File: src/rtl/core/mqs_pkg.sv
// Package for the matrix to quaternion unit: payload types, cell control and constants.
// Depends on nothing.
package mqs_pkg;

	localparam int FRAC_BITS_DEF = 14;
	localparam int NQ = 4;

	typedef struct packed {
		logic signed [15:0] r00;
		logic signed [15:0] r01;
		logic signed [15:0] r02;
		logic signed [15:0] r10;
		logic signed [15:0] r11;
		logic signed [15:0] r12;
		logic signed [15:0] r20;
		logic signed [15:0] r21;
		logic signed [15:0] r22;
	} mat_t;

	typedef struct packed {
		logic signed [15:0] qx;
		logic signed [15:0] qy;
		logic signed [15:0] qz;
		logic signed [15:0] qw;
		logic               invalid;
	} quat_t;

	typedef struct packed {
		logic en;
		logic vld;
	} stg_ctl_t;

endpackage

File: src/rtl/core/mqs_div_cell.sv
// One cell of the divider chain: settles one quotient bit in each of the four lanes.
// Depends on mqs_pkg.
module mqs_div_cell #(
	parameter int DW = 21,
	parameter int QW = 15,
	parameter int PW = 5
) (
	input  logic                               clk,
	input  logic                               arst_n,
	input  mqs_pkg::stg_ctl_t                  ctl,
	input  logic [DW-1:0]                      d_i,
	input  logic [mqs_pkg::NQ-1:0][DW-1:0]     rem_i,
	input  logic [mqs_pkg::NQ-1:0][QW-1:0]     low_i,
	input  logic [mqs_pkg::NQ-1:0][QW-1:0]     quo_i,
	input  logic [PW-1:0]                      side_i,
	output logic                               vld_o,
	output logic [DW-1:0]                      d_o,
	output logic [mqs_pkg::NQ-1:0][DW-1:0]     rem_o,
	output logic [mqs_pkg::NQ-1:0][QW-1:0]     low_o,
	output logic [mqs_pkg::NQ-1:0][QW-1:0]     quo_o,
	output logic [PW-1:0]                      side_o
);
	import mqs_pkg::*;

	logic [NQ-1:0][DW:0]   cur;
	logic [NQ-1:0][DW:0]   diff;
	logic [NQ-1:0]         ge;
	logic                  vld_q;
	logic [DW-1:0]         d_q;
	logic [NQ-1:0][DW-1:0] rem_q;
	logic [NQ-1:0][QW-1:0] low_q;
	logic [NQ-1:0][QW-1:0] quo_q;
	logic [PW-1:0]         side_q;

	always_comb begin
		for (int k = 0; k < NQ; k++) begin
			cur[k]  = {rem_i[k], low_i[k][QW-1]};
			diff[k] = cur[k] - {1'b0, d_i};
			ge[k]   = (cur[k] >= {1'b0, d_i});
		end
	end

	always_ff @(posedge clk or negedge arst_n) begin
		if (!arst_n) begin
			vld_q <= 1'b0;
		end else if (ctl.en) begin
			vld_q <= ctl.vld;
		end
	end

	always_ff @(posedge clk) begin
		if (ctl.en) begin
			d_q    <= d_i;
			side_q <= side_i;
			for (int k = 0; k < NQ; k++) begin
				rem_q[k] <= ge[k] ? diff[k][DW-1:0] : cur[k][DW-1:0];
				low_q[k] <= {low_i[k][QW-2:0], 1'b0};
				quo_q[k] <= {quo_i[k][QW-2:0], ge[k]};
			end
		end
	end

	assign vld_o  = vld_q;
	assign d_o    = d_q;
	assign rem_o  = rem_q;
	assign low_o  = low_q;
	assign quo_o  = quo_q;
	assign side_o = side_q;

endmodule

File: config.mk
export PLATFORM = sky130hd
export DESIGN_NAME = mqs_div_cell
export DESIGN_NICKNAME = d
export VERILOG_FILES = /design/src/rtl/core/mqs_pkg.sv /design/src/rtl/core/mqs_div_cell.sv
export SDC_FILE = /design/constraint.sdc
export NUM_CORES = 1
export LEC_CHECK = 0
export BUFFER_PORTS_ARGS = -buffer_cell sky130_fd_sc_hd__buf_2
export CAP_MARGIN = 20
export CORE_AREA = 2 2 179 181
export CTS_BUF_LIST = sky130_fd_sc_hd__clkbuf_8
export CTS_CLUSTER_SIZE = 16
export DETAILED_ROUTE_END_ITERATION = 10
export DIE_AREA = 0 0 181 183
export PLACE_DENSITY = 0.74
export SLEW_MARGIN = 20
export SYNTH_ARGS = -nofsm -noshare
export SYNTH_HDL_FRONTEND = slang
export SYNTH_SLANG_ARGS = --single-unit
File: constraint.sdc
create_clock -name clk -period 2.4 [get_ports clk]
set_clock_uncertainty 0.05 [all_clocks]
set_input_delay 0 -clock clk [delete_from_list [all_inputs] [get_ports clk]]
set_output_delay 0 -clock clk [all_outputs]
set_load 0.02 [all_outputs]
# Word level (Yosys, flattened, before mapping)
# Index checks and enable logic that the tools add are counted.
# op_classes
addsub	4
order_cmp	4
mux	4
# ops
op	count
$ge A22 B21 Y1	4
$mux W21	4
$sub A21 B21 Y21	4
# word_totals
register_bits	227
out_inout_bits	231
word_cells	27

# Logic depth before layout (Yosys ltp)
# depth
ltp_word	2
mapped_depth	14
depth_no_buf	13

# Worst setup path before layout
# No wires, ideal clock.
# synth_path
path_kind	in2reg
start	input port d_i[1]
end	register rem_q, in the netlist rem_o[22], data pin
setup_ns	0.262
arrival_time_ns	2.487
path_slack_ns	-0.399
cell_stages	10
n_path_buf	1
cell_sequence	inv_1 -> fa_1 -> a211o_1 -> a2111oi_4 -> o21ai_2 -> a221oi_4 -> o31ai_4 -> a21boi_2 -> buf_6 -> mux2_1
# synth_via
elab_chain_cells	2
word_cells_on_any_way	3
# synth_lines
item	line	source
start, declared	mqs_div_cell.sv:11	input logic [DW-1:0] d_i,
$sub A21 B21 Y21 or $ge A22 B21 Y1 (tied branches)	mqs_div_cell.sv:38, mqs_div_cell.sv:39	
$mux W21 *	mqs_div_cell.sv:56	rem_q[k] <= ge[k] ? diff[k][DW-1:0] : cur[k][DW-1:0];
end signal, assigned by index	mqs_div_cell.sv:56	
end, declared	mqs_div_cell.sv:30	logic [NQ-1:0][DW-1:0] rem_q;
# Every way passes the cells marked *; elsewhere a longest branch is shown, timed or not.
# A chain may end at the register's enable or synchronous reset.

# Final worst setup path
# layout_path
start	input port low_i[29] (netlist name)
end	register rem_q, in the netlist rem_o[22], data pin
# layout_via
elab_chain_cells	2
word_cells_on_any_way	3
# layout_lines
item	line	source
start, declared	mqs_div_cell.sv:13	input logic [mqs_pkg::NQ-1:0][QW-1:0] low_i,
$sub A21 B21 Y21 or $ge A22 B21 Y1 (tied branches)	mqs_div_cell.sv:38, mqs_div_cell.sv:39	
$mux W21 *	mqs_div_cell.sv:56	
# Marks and branches as above.

==> impl_results.md <==
* RSZ-0062 raised after global routing: true
* Final Hold Fails at 4
* Placer's final routability congestion estimate at 0.908
* DR WL/cell at ~20 um
* Ys flop type: edfxtp_1
* Comb power frac at a little under 30%
* Clock power frac at ~30%
* Synth-to-layout area growth at 66.5%
* Detailed Route Iter0 Violations at 745
* Critical path fanouts, max at 2
* Max-Cap Viols at 0
* Sequential power share at approximately two fifths
* Die width at ~180 um
* Ys Warns at 0
* Status: finished, violations left
* CTS tree: yes
* Clock transition at path regs at 0.06 ns
* Worst skew pair latency at between 0.5 and 0.6 ns
* Commonest non-fill, non-tap cells in the layout: 451 x buf_2, 227 x dlygate4sd3_1, 226 x edfxtp_1
* Vias/cell at 5.06
* Dpl hpwl at between 30000 and 40000 um
* Period Utilization, post-route at ~100%
* Quantity of I/O buffers inserted on ports at 456
* Post-synth EDFFs at around 230
* Post-placement cell area at around 16000 um2
* Final Cell Area at approximately 20000 um2
* Post-synth cell types at between 60 and 70
* Layout cells sized above 1 at between 40% and 50%
* Switching pwr at between 3 and 4 mW
* Setup CP Type: primary input to flop
* All-Layer GR Usage at between 20% and 30%
* Switching Fraction at roughly 31%
* CTS max path bufs at 3
* Largest net degree at the start of global routing at 81
* Vias at between 10000 and 15000
* First-pass GRT wire length at between 60000 and 70000 um
* Mapped Area at around 12000 um2
* Multi-input gate area at between 5000 and 6000 um2
* Starting density of the core at between 30% and 40%
* Row count at 65
* CP Capture Type: flop
* Most common cell after layout, fill and taps aside: buf_2
* Drt total wl at 45800 um
* Tightest Pin Transition at 0.523 ns
* H-tree Lvls at 2
* CTS Root Cell: clkbuf_8
* Sequential cell area fraction in the yosys report at a little under three fifths
* Gate Count Post-Synth at 990
* Routed Antenna Nets at 0
* Worst endpoint required time at ~2.6 ns
* Failing checks: negative hold slack
* Die ar. at roughly 33000 um2
* DRC at 0
* Hold WC Path Type: primary input to flop
* Fin nets at 2244
* Final min period at about 2.3 ns
* Initial antenna violation count at 4
* Filler cell count at roughly 2400
* First-pass DRT Iterations at 5
* Number of synthesized register bits at between 200 and 250
* Setup TNS at 0 ns
* Critical path arrival at between 2 and 3 ns
* Leak at roughly 8.9 nW
* Final setup vio count at 0
* Core outline area at roughly 31000 um2
* # IOs at 465
* Register area at about 6800 um2
* Slew headroom at between 60 and 70%
* Chip Height at 183 um
* CTS Sinks at 227
* Maximum VDD drop at between 300 and 400 uV
* CTS Buf Count at 41
* Tot Pwr at about 13 mW
* Ys async rst share at less than 1%
* Setup crit start kind: primary input
* Fmax at roughly 430 MHz
* Global route overflow at 0
* Internal power at 8.63 mW
* Vias in the first global route at 12300
* Syn avg cell area at ~12 um2
* Pwr Density at roughly 630 nW/um2
* Final slew viol count at 0
* Hold slack at -0.349 ns
sequential cells by signal, summed over array words and instances (netlist names):
signal / count
d_o: 21
low_o: 56
quo_o: 60
rem_o: 84
side_o: 5
vld_o: 1
stage by stage:
step                utilization [%]  setup WS, ns  instances  hold slack (ns)
finish                         63.3        0.0594       2357           -0.349
global route                   63.3       -0.0407       2357           -0.380
CTS                            62.1       0.00338       2346           -0.308
detailed placement             52.3        -0.501       2048           -0.272
global placement               52.3        -0.418       2048           -0.274
floorplan                         -        -0.285        993           -0.346
worst max-delay path: stages:
cell and delay (ns):
buf_6 0.10, inv_4 0.05, ha_4 0.13, inv_2 0.04, fa_2 0.36, a211o_1 0.35
a2111oi_4 0.36, o21ai_2 0.13, a221oi_4 0.32, o31ai_4 0.11, a21boi_2 0.21, buf_4 0.15
mux2_4 0.28
what timing repair did:
action / CTS / global route
hold endpoints to repair: 259 / 6
resized for setup: 0 / 62
setup buffers: 0 / 6
endpoints found under the setup margin: 0 / 78
hold buffers: 225 / 3
worst paths after layout:
path / start / end / slack [ns] / cells after the start
hold / removal: d_i[0] / d_o[0] / -0.35 / 1
hold reg to reg: vld_o / vld_o / 1.06 / 2
min in group asynchronous: arst_n / vld_o / 0.30 / 3
max in group asynchronous: arst_n / vld_o / 1.89 / 3
setup / recovery: low_i[29] / rem_o[22] / 0.06 / 13
setup reg to reg: vld_o / vld_o / 1.00 / 2
layout make-up:
cell class | count | share of cell area [%]
Multi-Input combinational cell | 695 | 25.3
Antenna cell | 3 | 0.0380
Tap cell | 402 | 2.55
Clock inverter | 31 | 1.22
Sequential cell | 227 | 34.5
Inverter | 49 | 0.981
Clock buffer | 42 | 2.93
Timing Repair Buffer | 908 | 32.5
synth_stat cells, types with 4 or more instances:
master	number	area, um2
edfxtp_1	226	6790
nand2_1	93	349
o21ai_0	91	455
ha_1	84	1050
a21oi_1	68	340
nor2_1	61	229
inv_1	48	180
xnor2_1	37	324
a21o_1	27	203
xor2_1	22	193
nand3_1	20	100
nor3_1	17	85.1
a211oi_1	12	90.1
a31oi_1	12	75.1
nand2b_1	12	75.1
o31ai_1	12	90.1
clkbuf_1	10	37.5
nor2b_1	10	62.6
o21a_1	10	75.1
mux2_2	8	90.1
nand4_1	7	43.8
o21bai_1	7	52.6
a211o_1	6	52.6
buf_4	6	45.0
or3_1	6	37.5
buf_2	5	25.0
o211ai_1	5	37.5
and2_1	4	25.0
fa_1	4	80.1
o211a_1	4	40.0
o31a_1	4	35.0
power groups by stage:
stage          logic, mW  clock network (mW)  registers [mW]
2_1_floorplan       1.17                   0            5.65
3_3_place_gp        3.18                   0            5.09
4_1_cts             3.55                3.81            5.03
3_5_place_dp        3.24                   0            5.10
6_report            3.70                3.77            5.05
5_1_grt             3.96                4.04            5.07
layer usage:
metal  track usage (%)  part of all wire [%]  up-vias
met5                 0                 0.026        -
met1              28.5                    36     5594
li1                  -                     -     5622
met2              47.6                    50      557
met4              15.3                   6.2        2
met3              5.98                   7.6      160
kinds of logic after synthesis:
kind of cell             Yosys count  share of synthesized area, %
AND/OR/NAND/NOR                  246                          9.46
AO/OA/AOI/OAI                    286                          15.6
multiplexers                      12                          1.11
adder cells (fa/ha/maj)           88                          9.53
buffers and inverters             71                          2.55
flip-flops                       227                          57.4
other                              1                        0.0316
XOR/XNOR                          59                          4.35
Power figures use the tool's default switching activity.
