## config.mk

```make
export PLATFORM = sky130hd
export DESIGN_NAME = mqs_sqrt_cell
export DESIGN_NICKNAME = d
export VERILOG_FILES = /design/src/rtl/core/mqs_pkg.sv /design/src/rtl/core/mqs_sqrt_cell.sv
export SDC_FILE = /design/constraint.sdc
export NUM_CORES = 1
export LEC_CHECK = 0
export ABC_AREA = 1
export BUFFER_PORTS_ARGS = -buffer_cell sky130_fd_sc_hd__buf_4
export CAP_MARGIN = 25
export CORE_ASPECT_RATIO = 0.9
export CORE_UTILIZATION = 50
export CTS_BUF_LIST = sky130_fd_sc_hd__clkbuf_2 sky130_fd_sc_hd__clkbuf_4 sky130_fd_sc_hd__clkbuf_8
export CTS_CLUSTER_SIZE = 16
export DETAILED_ROUTE_END_ITERATION = 8
export PLACE_DENSITY_LB_ADDON = 0.08
export SYNTH_ARGS = -nofsm -noshare
export SYNTH_HDL_FRONTEND = slang
export SYNTH_SLANG_ARGS = --single-unit
```

## constraint.sdc

```tcl
create_clock -name clk -period 1 [get_ports clk]
set_clock_uncertainty 0.1 [all_clocks]
set_input_delay 0.15 -clock clk [delete_from_list [all_inputs] [get_ports clk]]
set_output_delay 0.15 -clock clk [all_outputs]
set_load 0.02 [all_outputs]
```

## src/rtl/core/mqs_pkg.sv

```systemverilog
// Package for the matrix to quaternion unit: payload types, cell control and constants.
// Depends on nothing.
package mqs_pkg;

	localparam int FRAC_BITS_DEF = 14;
	localparam int NQ = 4;

	typedef struct packed {
		logic signed [15:0] r00;
		logic signed [15:0] r01;
		logic signed [15:0] r02;
		logic signed [15:0] r10;
		logic signed [15:0] r11;
		logic signed [15:0] r12;
		logic signed [15:0] r20;
		logic signed [15:0] r21;
		logic signed [15:0] r22;
	} mat_t;

	typedef struct packed {
		logic signed [15:0] qx;
		logic signed [15:0] qy;
		logic signed [15:0] qz;
		logic signed [15:0] qw;
		logic               invalid;
	} quat_t;

	typedef struct packed {
		logic en;
		logic vld;
	} stg_ctl_t;

endpackage

```

## src/rtl/core/mqs_sqrt_cell.sv

```systemverilog
// One cell of the square-root chain: settles one root bit per item and passes it on.
// Depends on mqs_pkg.
module mqs_sqrt_cell #(
	parameter int NW = 40,
	parameter int RW = 20,
	parameter int PW = 8
) (
	input  logic                clk,
	input  logic                arst_n,
	input  mqs_pkg::stg_ctl_t   ctl,
	input  logic [RW:0]         rem_i,
	input  logic [RW-1:0]       root_i,
	input  logic [NW-1:0]       nrm_i,
	input  logic [PW-1:0]       side_i,
	output logic                vld_o,
	output logic [RW:0]         rem_o,
	output logic [RW-1:0]       root_o,
	output logic [NW-1:0]       nrm_o,
	output logic [PW-1:0]       side_o
);
	import mqs_pkg::*;

	logic [RW+2:0] cur;
	logic [RW+2:0] trial;
	logic [RW+2:0] diff;
	logic          ge;
	logic          vld_q;
	logic [RW:0]   rem_q;
	logic [RW-1:0] root_q;
	logic [NW-1:0] nrm_q;
	logic [PW-1:0] side_q;

	always_comb begin
		cur   = {rem_i, nrm_i[NW-1 -: 2]};
		trial = {1'b0, root_i, 2'b01};
		diff  = cur - trial;
		ge    = (cur >= trial);
	end

	always_ff @(posedge clk or negedge arst_n) begin
		if (!arst_n) begin
			vld_q <= 1'b0;
		end else if (ctl.en) begin
			vld_q <= ctl.vld;
		end
	end

	always_ff @(posedge clk) begin
		if (ctl.en) begin
			rem_q  <= ge ? diff[RW:0] : cur[RW:0];
			root_q <= {root_i[RW-2:0], ge};
			nrm_q  <= {nrm_i[NW-3:0], 2'b00};
			side_q <= side_i;
		end
	end

	assign vld_o  = vld_q;
	assign rem_o  = rem_q;
	assign root_o = root_q;
	assign nrm_o  = nrm_q;
	assign side_o = side_q;

endmodule

```

==> summary.md, run 1 <==
| Metric | Value |
|---|---|
| Status | `stopped before the end` |
| Last stage reached | `4_1_cts` |
| First error line in the log | `[ERROR DPL-0033] detailed placement checks failed during check placement.` |
| Asr flop ratio synth | `1.14%` |
| Top cell types by occurrence after synthesis | `130 x sky130_fd_sc_hd__nand2_1, 87 x sky130_fd_sc_hd__edfxtp_1, 79 x sky130_fd_sc_hd__inv_1, 41 x sky130_fd_sc_hd__nand3_1, 23 x sky130_fd_sc_hd__nor2_1` |
| Post-cts resize count | `160` |
| Number of buffers on the longest clock path | `2` |
| Count of input and output buffers | `180` |
| Vertical die dimension | `93.1 um` |
| Avg Cell Area, Syn | `9.87 um^2` |
| Initial Utilization | `52.6%` |
| Maximum level of the CTS H-tree | `3` |
| Number of buffers created by CTS | `9` |
| Placed Cells | `833` |
| Number of sinks driven by the clock tree | `88` |
| Sequential element share of the synthesized area | `57.2%` |
| Die width | `103 um` |
| Estimated wirelength of the detail-placed design | `11000 um` |
| Flip-flop and latch count after synthesis | `88` |
| Post-CTS Setup Bufs | `19` |
| Count leader, synth | `sky130_fd_sc_hd__nand2_1` |
| # IOs | `183` |
| Area of the mapped netlist | `4610 um^2` |
| Dominant register cell in the synthesized netlist | `sky130_fd_sc_hd__edfxtp_1` |
| Biggest area contributors in the synthesized netlist | `sky130_fd_sc_hd__edfxtp_1 57%, sky130_fd_sc_hd__nand2_1 11%, sky130_fd_sc_hd__inv_1 6.4%` |
| Mapped Cells | `467` |
| Final weighted congestion of routability-driven global placement | `0.879` |
| Yosys synthesis warning count | `0` |
| Area share of the largest cell type after synthesis | `56.7%` |
| Unique masters post-synth | `31` |
| Root buf cell | `sky130_fd_sc_hd__clkbuf_8` |
| Number of enable flip-flop cells after synthesis | `87` |
| Number of hold buffers added after CTS | `68` |
| Core Rows | `32` |
| Largest area contributor in the synthesized netlist | `sky130_fd_sc_hd__edfxtp_1` |
through the flow:
| stage | TNS, ns | worst slack, ns | hold slack [ns] | instance area (um^2) | util (%) |
|---|---|---|---|---|---|
| 2_1_floorplan | -13.25 | -0.618 | -0.246 | 5050 | - |
| 3_3_place_gp | -20.66 | -0.922 | -0.174 | 7080 | 80.7 |
| 3_5_place_dp | -22.07 | -0.992 | -0.175 | 7080 | 80.7 |
cells by family after synthesis:
kind of cell    Yosys count  synth area share [%]
fa+ha+maj                22                  5.97
compound gates           29                  4.07
xor+xnor                  9                  1.71
flops                    88                  57.2
buf+inv                  88                  8.20
simple gates            229                  22.5
mux                       1                 0.244
other cells               1                0.0814
==> inputs of run 2 (changes only) <==
CORE_ASPECT_RATIO = unset   (was 0.9)
CORE_UTILIZATION = 35   (was 50)
CTS_BUF_LIST = unset   (was sky130_fd_sc_hd__clkbuf_2 sky130_fd_sc_hd__clkbuf_4 sky130_fd_sc_hd__clkbuf_8)
CTS_CLUSTER_SIZE = unset   (was 16)
PLACE_DENSITY_LB_ADDON = 0.15   (was 0.08)
==> run 2 against run 1 <==
The flow now finishes, with violations (setup timing). Synthesized cell count unchanged. Synthesized area unchanged.
==> summary.md, run 2 <==
| Metric | Value |
|---|---|
| Internal power of the cells | `0.00876 W` |
| Leakage dissipation | `4.12 nW` |
| Area share of the largest cell type after synthesis | `56.7%` |
| Global-route wire length before repair | `22000 um` |
| Fraction of layout instances using a drive strength above 1 | `54.3%` |
| Avg Cell Area, Syn | `9.87 um^2` |
| Clock power share | `29.3%` |
| Most used cells in the layout excluding fill and tap cells | `153 x sky130_fd_sc_hd__buf_4, 110 x sky130_fd_sc_hd__buf_6, 87 x sky130_fd_sc_hd__nand2_1, 87 x sky130_fd_sc_hd__edfxtp_1, 67 x sky130_fd_sc_hd__dlygate4sd3_1` |
| Final WS setup | `-0.548 ns` |
| Average wire length per cell after detail routing | `15.4 um` |
| # IOs | `183` |
| Diode count | `0` |
| DRC | `0` |
| Clock slew seen by the registers of the worst setup and hold paths | `0.06 ns` |
| Mapped Cells | `467` |
| Final number of setup-violating endpoints | `110` |
| Areal power density over the cells | `1360 nW/um^2` |
| Min Clock Period, post-route | `1.55 ns` |
| Number of antenna violations at the first check in global routing | `0` |
| Wire length reported by the detailed router | `15200 um` |
| Remaining number of nets flagged by the antenna check after routing | `0` |
| Final-layout worst hold slack | `0.0128 ns` |
| Sequential element share of the synthesized area | `57.2%` |
| Number of hold violations in the final report | `0` |
| Final-layout setup total negative slack | `-22.85 ns` |
| DRT iter0 DRCs | `254` |
| WL met1 | `6190 um` |
| Number of sinks driven by the clock tree | `88` |
| Data arrival time of the critical path | `1.55 ns` |
| Maximum level of the CTS H-tree | `3` |
| Worst vdd rail ir drop | `0.681 mV` |
| Vertical die dimension | `117 um` |
| Root buf cell | `sky130_fd_sc_hd__clkbuf_16` |
| Number of enable flip-flop cells after synthesis | `87` |
| Die area | `13600 um^2` |
| Largest area contributor in the synthesized netlist | `sky130_fd_sc_hd__edfxtp_1` |
| Number of buffers on the longest clock path | `2` |
| Topmost layer with routed signal wires | `met4` |
| Clock tree from TritonCTS | `yes` |
| Share of the clock period used by the worst path | `155%` |
| Estimated wirelength of the detail-placed design | `9760 um` |
| Top cell types by occurrence after synthesis | `130 x sky130_fd_sc_hd__nand2_1, 87 x sky130_fd_sc_hd__edfxtp_1, 79 x sky130_fd_sc_hd__inv_1, 41 x sky130_fd_sc_hd__nand3_1, 23 x sky130_fd_sc_hd__nor2_1` |
| Largest fanout on the critical path | `6` |
| Kind of critical path | `input pin to flop` |
| Yosys synthesis warning count | `0` |
| Number of vias in the routed layout | `4453` |
| DR WL met2 | `7780 um` |
| Switching power share of the total | `28.5%` |
| Combinational cell fraction of total power | `32.6%` |
| Die width | `117 um` |
| Number of global-route vias before repair | `4490` |
| Class of the tightest hold or removal check | `input pin to asynchronous set/reset pin` |
| Critical path launch point type | `input pin` |
| Number of max-cap violations | `0` |
| Flop pwr share | `38.1%` |
| Final standard cell area without fillers | `9040 um^2` |
| Biggest area contributors in the synthesized netlist | `sky130_fd_sc_hd__edfxtp_1 57%, sky130_fd_sc_hd__nand2_1 11%, sky130_fd_sc_hd__inv_1 6.4%` |
| GR Overflow Total | `0` |
| Unique masters post-synth | `31` |
| Register-to-Register Setup Slack | `0.10 ns` |
| Clock latency of the later-clocked register in the worst-skew pair | `0.34 ns` |
| Number of buffers created by CTS | `9` |
| Flip-flop count of the largest register after layout | `38` |
| Violations in the final reports | `setup timing` |
| Core Rows | `41` |
| P_sw | `0.00350 W` |
| Net count, final | `926` |
| Area of the mapped netlist | `4610 um^2` |
| Area of the core | `12700 um^2` |
| Most common library cell in the layout ignoring fill and taps | `sky130_fd_sc_hd__buf_4` |
| Flip-flop and latch count after synthesis | `88` |
| Final weighted congestion of routability-driven global placement | `0.877` |
| Pre-Repair DR Iteration Count | `4` |
| Pre-CTS worst setup slack | `-0.922 ns` |
| Dominant register cell in the synthesized netlist | `sky130_fd_sc_hd__edfxtp_1` |
| Fin. max-slew vios | `0` |
| Combined global-route utilization of all metal layers | `21.7%` |
| Count of input and output buffers | `180` |
| Area added between synthesis and finish | `96.0%` |
| Maximum clock rate | `646 MHz` |
| Data required time of the critical path | `1.00 ns` |
| Initial Utilization | `36.2%` |
| Unrepaired setup endpoints after global routing | `true` |
| Cell area reported after detailed placement | `7220 um^2` |
| Largest net degree at the start of global routing | `60` |
| Asr flop ratio synth | `1.14%` |
| Status | `finished with violations` |
| Via-per-instance ratio | `4.51` |
| Detailed-routed wire length on met3 | `983 um` |
| Count leader, synth | `sky130_fd_sc_hd__nand2_1` |
| Nature of the critical path endpoint | `flop` |
## run 2: cell counts after synthesis
Identical to the previous run, type by type.
## run 2: final timing paths
path	depth (start not counted)	from	endpoint
max in group asynchronous	2	arst_n	vld_o$_DFFE_PN0P_
min	2	arst_n	vld_o$_DFFE_PN0P_
min reg2reg	1	vld_o$_DFFE_PN0P_	vld_o$_DFFE_PN0P_
max	12	root_i[9]	rem_o[6]$_DFFE_PP_
max reg2reg	1	vld_o$_DFFE_PN0P_	vld_o$_DFFE_PN0P_
min in group clk	3	rem_i[6]	rem_o[8]$_DFFE_PP_
## run 2: final cells by class
cell class	instances	area (um^2)
timing repair buffer	339	3240
sequential	88	2640
multi-input combinational	292	2280
inverter	81	347
clock inverter	5	81.3
fill	905	3690
clock buffer	11	233
tap	172	215
## run 2: logic make-up (layout without fill, tap and decap cells)
kind of cell             Yosys count  in the layout  synth area share [%]
AND/OR/NAND/NOR                  229            229                  22.5
flip-flops                        88             88                  57.2
buffers and inverters             88            436                  8.20
AO/OA/AOI/OAI                     29             29                  4.07
adder cells (fa/ha/maj)           22             22                  5.97
XOR/XNOR                           9              9                  1.71
other                              1              2                0.0814
multiplexers                       1              1                 0.244
## run 2: power groups by stage
stage	Sequential [W]	Combinational, W	Clock [W]
2_1_floorplan	0.00512	0.00121	0
3_3_place_gp	0.00465	0.00318	0
3_5_place_dp	0.00466	0.00320	0
4_1_cts	0.00464	0.00379	0.00366
5_1_grt	0.00470	0.00430	0.00379
6_report	0.00467	0.00401	0.00359
## run 2: timing repair
| action | CTS | global route |
|---|---|---|
| buffers inserted | 8 | 3 |
| gates cloned | 0 | 1 |
| hold buffers | 67 | 0 |
| endpoints found under the setup margin | 110 | 110 |
| pin swaps | 35 | 42 |
| hold endpoints to repair | 67 | 0 |
| gates resized for setup | 136 | 65 |
## run 2: worst max-delay path, stage by stage
cell	delay, ns
sky130_fd_sc_hd__buf_4	0.09
sky130_fd_sc_hd__inv_1	0.05
sky130_fd_sc_hd__ha_4	0.30
sky130_fd_sc_hd__nand2_4	0.06
sky130_fd_sc_hd__nor2_4	0.11
sky130_fd_sc_hd__buf_6	0.12
sky130_fd_sc_hd__nand2_2	0.05
sky130_fd_sc_hd__nor2_2	0.11
sky130_fd_sc_hd__nand2_2	0.07
sky130_fd_sc_hd__nand4_4	0.19
sky130_fd_sc_hd__clkbuf_16	0.20
sky130_fd_sc_hd__o21ai_2	0.06
## run 2: routing by layer
metal | track usage, % | vias up
met5 | 0 | -
met3 | 4.67 | 17
met1 | 25.0 | 2069
met4 | 6.84 | 0
met2 | 39.9 | 150
li1 | - | 2217
## run 2: through the flow
| stage | instances | power [W] | util [%] |
|---|---|---|---|
| after global placement | 893 | 0.00783 | 56.8 |
| after floorplan | 468 | 0.00633 | - |
| after CTS | 984 | 0.0121 | 68.9 |
| after global routing | 988 | 0.0128 | 71.0 |
| after detailed placement | 893 | 0.00786 | 56.8 |
| final | 988 | 0.0123 | 71.0 |
(Power assumes the default switching activity.)
